File: src/pcl_ram.sv
module pcl_ram #(
  parameter int unsigned Width = 8,
  parameter int unsigned Depth = 16
) (
  input  logic                     clk_i,
  input  logic                     we_i,
  input  logic [$clog2(Depth)-1:0] waddr_i,
  input  logic [Width-1:0]         wdata_i,
  input  logic [$clog2(Depth)-1:0] raddr_i,
  output logic [Width-1:0]         rdata_o
);

  logic [Width-1:0] mem_q [Depth];

  // Write and registered read
  always_ff @(posedge clk_i) begin
    if (we_i) mem_q[waddr_i] <= wdata_i;
    rdata_o <= mem_q[raddr_i];
  end

endmodule

File: config.mk
export PLATFORM = sky130hd
export DESIGN_NAME = pcl_ram
export DESIGN_NICKNAME = d
export VERILOG_FILES = /design/src/pcl_ram.sv
export SDC_FILE = /design/constraint.sdc
export NUM_CORES = 1
export LEC_CHECK = 0
export ABC_AREA = 1
export BUFFER_PORTS_ARGS = -buffer_cell sky130_fd_sc_hd__buf_2
export CELL_PAD_IN_SITES_DETAIL_PLACEMENT = 0
export CELL_PAD_IN_SITES_GLOBAL_PLACEMENT = 1
export CORE_ASPECT_RATIO = 0.7
export CORE_MARGIN = 4
export CORE_UTILIZATION = 30
export DETAILED_ROUTE_END_ITERATION = 8
export GPL_TIMING_DRIVEN = 0
export HOLD_SLACK_MARGIN = 0.03
export PLACE_DENSITY_LB_ADDON = 0.1
export REMOVE_ABC_BUFFERS = 1
export SLEW_MARGIN = 10
export SYNTH_ARGS = -nofsm -noshare
export SYNTH_HDL_FRONTEND = slang
export SYNTH_SLANG_ARGS = --single-unit
File: constraint.sdc
create_clock -name clk_i -period 1.8 [get_ports clk_i]
set_input_delay 0.27 -clock clk_i [delete_from_list [all_inputs] [get_ports clk_i]]
set_output_delay 0.27 -clock clk_i [all_outputs]
set_load 0.02 [all_outputs]
==> implementation parameters <==
Parameter                              Value

Clock tree
  Clock buffer count from CTS    17
  Clock tree from TritonCTS    yes
  Longest Clk Path Bufs    2
  Clock-pin slew reported for the worst setup and hold paths after clock tree synthesis    0.06 ns
  # hold bufs at CTS    0
  H-tree depth    4
  Clock root buffer    sky130_fd_sc_hd__clkbuf_16
  Sinks on the clock net    136
  Latest clock arrival within the worst-skew pair    0.42 ns

Timing
  Max-slew violation total from the final report    0
  Highest clock frequency the design can meet    652.3 MHz
  Total setup violations reported at the end of the flow    0
  Worst clock skew    0.006920 ns
  Worst relative slew slack    38.80%
  Post-route minimum period    1.533 ns
  Final Hold Fails    0
  Final setup margin    0.2669 ns
  Setup repair after global routing missed its margin    false
  Final worst-path cycle share    85.17%
  Worst-margin pin slew    0.9146 ns

Logic synthesis
  Most used DFF post-synth    sky130_fd_sc_hd__edfxtp_1
  Mean area per synthesized cell    10.47 um^2
  Synth Register Bits    136
  Top-count cell post-synth    sky130_fd_sc_hd__nand2_1
  Number of warnings reported in the yosys synthesis log    0
  Share of flip-flops with an asynchronous set or reset    0%
  Library cells used by synthesis    12
  Netlist area before placement    5767 um^2
  Commonest cells post-synth    sky130_fd_sc_hd__nand2_1, sky130_fd_sc_hd__edfxtp_1, sky130_fd_sc_hd__inv_1
  Count of flip-flops with a built-in enable after synthesis    128
  Leading area contributor after synthesis    sky130_fd_sc_hd__edfxtp_1
  Synth Instances    551
  Largest cells by area after synthesis    sky130_fd_sc_hd__edfxtp_1, sky130_fd_sc_hd__nand2_1, sky130_fd_sc_hd__nand3_1, sky130_fd_sc_hd__inv_1, sky130_fd_sc_hd__dfxtp_1
  Portion of synthesized cell area occupied by the leading cell type    66.65%
  Proportion of synthesized chip area in sequential cells    69.43%

Cells and area
  Number of fillers in the final layout    1,833
  Final non-filler cell area    6710 um^2
  Ratio of cells with drive above 1 in the final layout    10.10%
  Final net count    589
  Antenna fix cells    0
  Cell Count, Final, Fillers Out    826
  Synthesis-to-layout area growth    16.36%

Place
  Sum of net half-perimeters after detailed placement    8341 um
  Minimum setup slack after placement    -0.5305 ns
  DP Cell Count    794
  Post-place instance area    6033 um^2
  I/O Buffers    25
  Gpl congestion    0.7812

Global routing
  Overflow left after global routing    0
  Pin count of the biggest net entering global routing    66
  First-pass GRT wire length    21,770 um
  Number of antenna violations at the first check in global routing    0
  Total track usage    14.27%
  Vias in the first global route    3,488

Drt
  Post-detailed-route wirelength per cell    17.34 um
  Post-detailed-routing wire length    14,320 um
  Initial DRC Count    257
  First-pass iteration count of the detailed router    4
  Final routed DRC violation total    0
  Vias per Instance    4.265
  Routed vias    3,523
  ANT nets after route    0

Setup path
  Register-to-register setup slack    0.67 ns
  Crit path arrival time    1.84 ns
  Required time at the endpoint of the critical path    2.11 ns
  Maximum fanout count along the critical path    65
  CP Launch Type    input port
  Classification of the worst setup path    input port to flop
  Kind of end point of the critical path    flop

Die
  Die Span Y    124 um
  Die width    173.7 um
  Effective utilization at floorplan    30.57%
  Rows    42
  Placeable core area    18,870 um^2
  Number of placed I/O pins    26
  Die Area    21,540 um^2

Power and ir drop
  Power per cell area    1156 nW/um^2
  Largest voltage drop on the vdd net    0.5118 mV
  Static power due to leakage    2.842 nW

Hold path
  Tightest Hold Check Type    input port to flop

Status
  Outcome    finished clean

Run
  Max Cap Viol    0
[worst paths after layout]
check | startpoint | endpoint | cells past startpoint
min | raddr_i[3] | rdata_o[6] | 3
max reg2reg | mem_q[0][2] | rdata_o[2] | 6
max | raddr_i[0] | rdata_o[5] | 8
min reg2reg | mem_q[14][7] | rdata_o[7] | 6
[worst max-delay path: stages]
cell and delay [ns]:
sky130_fd_sc_hd__buf_6 0.42, sky130_fd_sc_hd__inv_4 0.43, sky130_fd_sc_hd__nand2_1 0.15, sky130_fd_sc_hd__nand2_1 0.06, sky130_fd_sc_hd__nand2_1 0.05, sky130_fd_sc_hd__nand3_1 0.17, sky130_fd_sc_hd__nand3_1 0.17, sky130_fd_sc_hd__nand2_1 0.06
[timing repair]
item | CTS | global route
buffers inserted | 0 | 0
setup endpoints to repair | 7 | 0
resized for setup | 2 | 0
[cells by family after synthesis]
kind of cell | after synthesis | synth area share (%)
buffers and inverters | 126 | 9.525
and+or+nand+nor | 289 | 21.05
DFF | 136 | 69.43
[state kept, by name (all words and copies together) (netlist names)]
signal and cells:
mem_q 128, rdata_o 8
[metal layers]
layer	global-route usage, %	routed length [um]	vias up
met5	0	0	-
met4	4.745	136	0
met3	3.186	525	11
met2	22.41	6493	43
met1	19.81	7166	1658
li1	-	-	1811
[per-stage QoR]
stage	hold slack (ns)	utilization (%)	setup TNS, ns	power (mW)
floorplan	0.3689	-	0	3.840
global placement	0.6236	31.95	-11.30	4.081
detailed placement	0.6194	31.98	-3.886	4.087
CTS	0.1689	35.57	0	7.855
global route	0.1903	35.57	0	8.057
finish	0.1900	35.57	0	7.754
[layout make-up]
class / count / area [um^2] / share of cell area (%)
sequential: 136 / 4004 / 59.67
timing repair buffer: 25 / 133.9 / 1.995
clock inverter: 7 / 67.56 / 1.007
multi-input combinational: 289 / 1214 / 18.09
clock buffer: 25 / 603.1 / 8.987
inverter: 102 / 385.4 / 5.743
tap: 242 / 302.8 / 4.512
[cells in the final DEF (no fill, tap or decap)]
| cell | synthesis | layout |
|---|---|---|
| sky130_fd_sc_hd__buf_2 | 13 | 23 |
| sky130_fd_sc_hd__buf_4 | 4 | 1 |
| sky130_fd_sc_hd__buf_6 | 6 | 1 |
| sky130_fd_sc_hd__bufinv_16 | 0 | 1 |
| sky130_fd_sc_hd__clkbuf_16 | 0 | 23 |
| sky130_fd_sc_hd__clkbuf_8 | 0 | 2 |
| sky130_fd_sc_hd__clkinv_2 | 0 | 3 |
| sky130_fd_sc_hd__clkinvlp_4 | 0 | 3 |
| sky130_fd_sc_hd__dfxtp_1 | 8 | 8 |
| sky130_fd_sc_hd__edfxtp_1 | 128 | 128 |
| sky130_fd_sc_hd__inv_1 | 100 | 100 |
| sky130_fd_sc_hd__inv_2 | 2 | 1 |
| sky130_fd_sc_hd__inv_4 | 0 | 1 |
| sky130_fd_sc_hd__nand2_1 | 173 | 173 |
| sky130_fd_sc_hd__nand3_1 | 97 | 97 |
| sky130_fd_sc_hd__nand3b_1 | 2 | 2 |
| sky130_fd_sc_hd__nor2_1 | 17 | 17 |
[report_power, final]
group          internal, mW  switching (mW)
Sequential             3.54          0.0165
Combinational         0.112           0.339
Clock                  2.46            1.28
Total                  6.12            1.64
(Power assumes the default switching activity.)
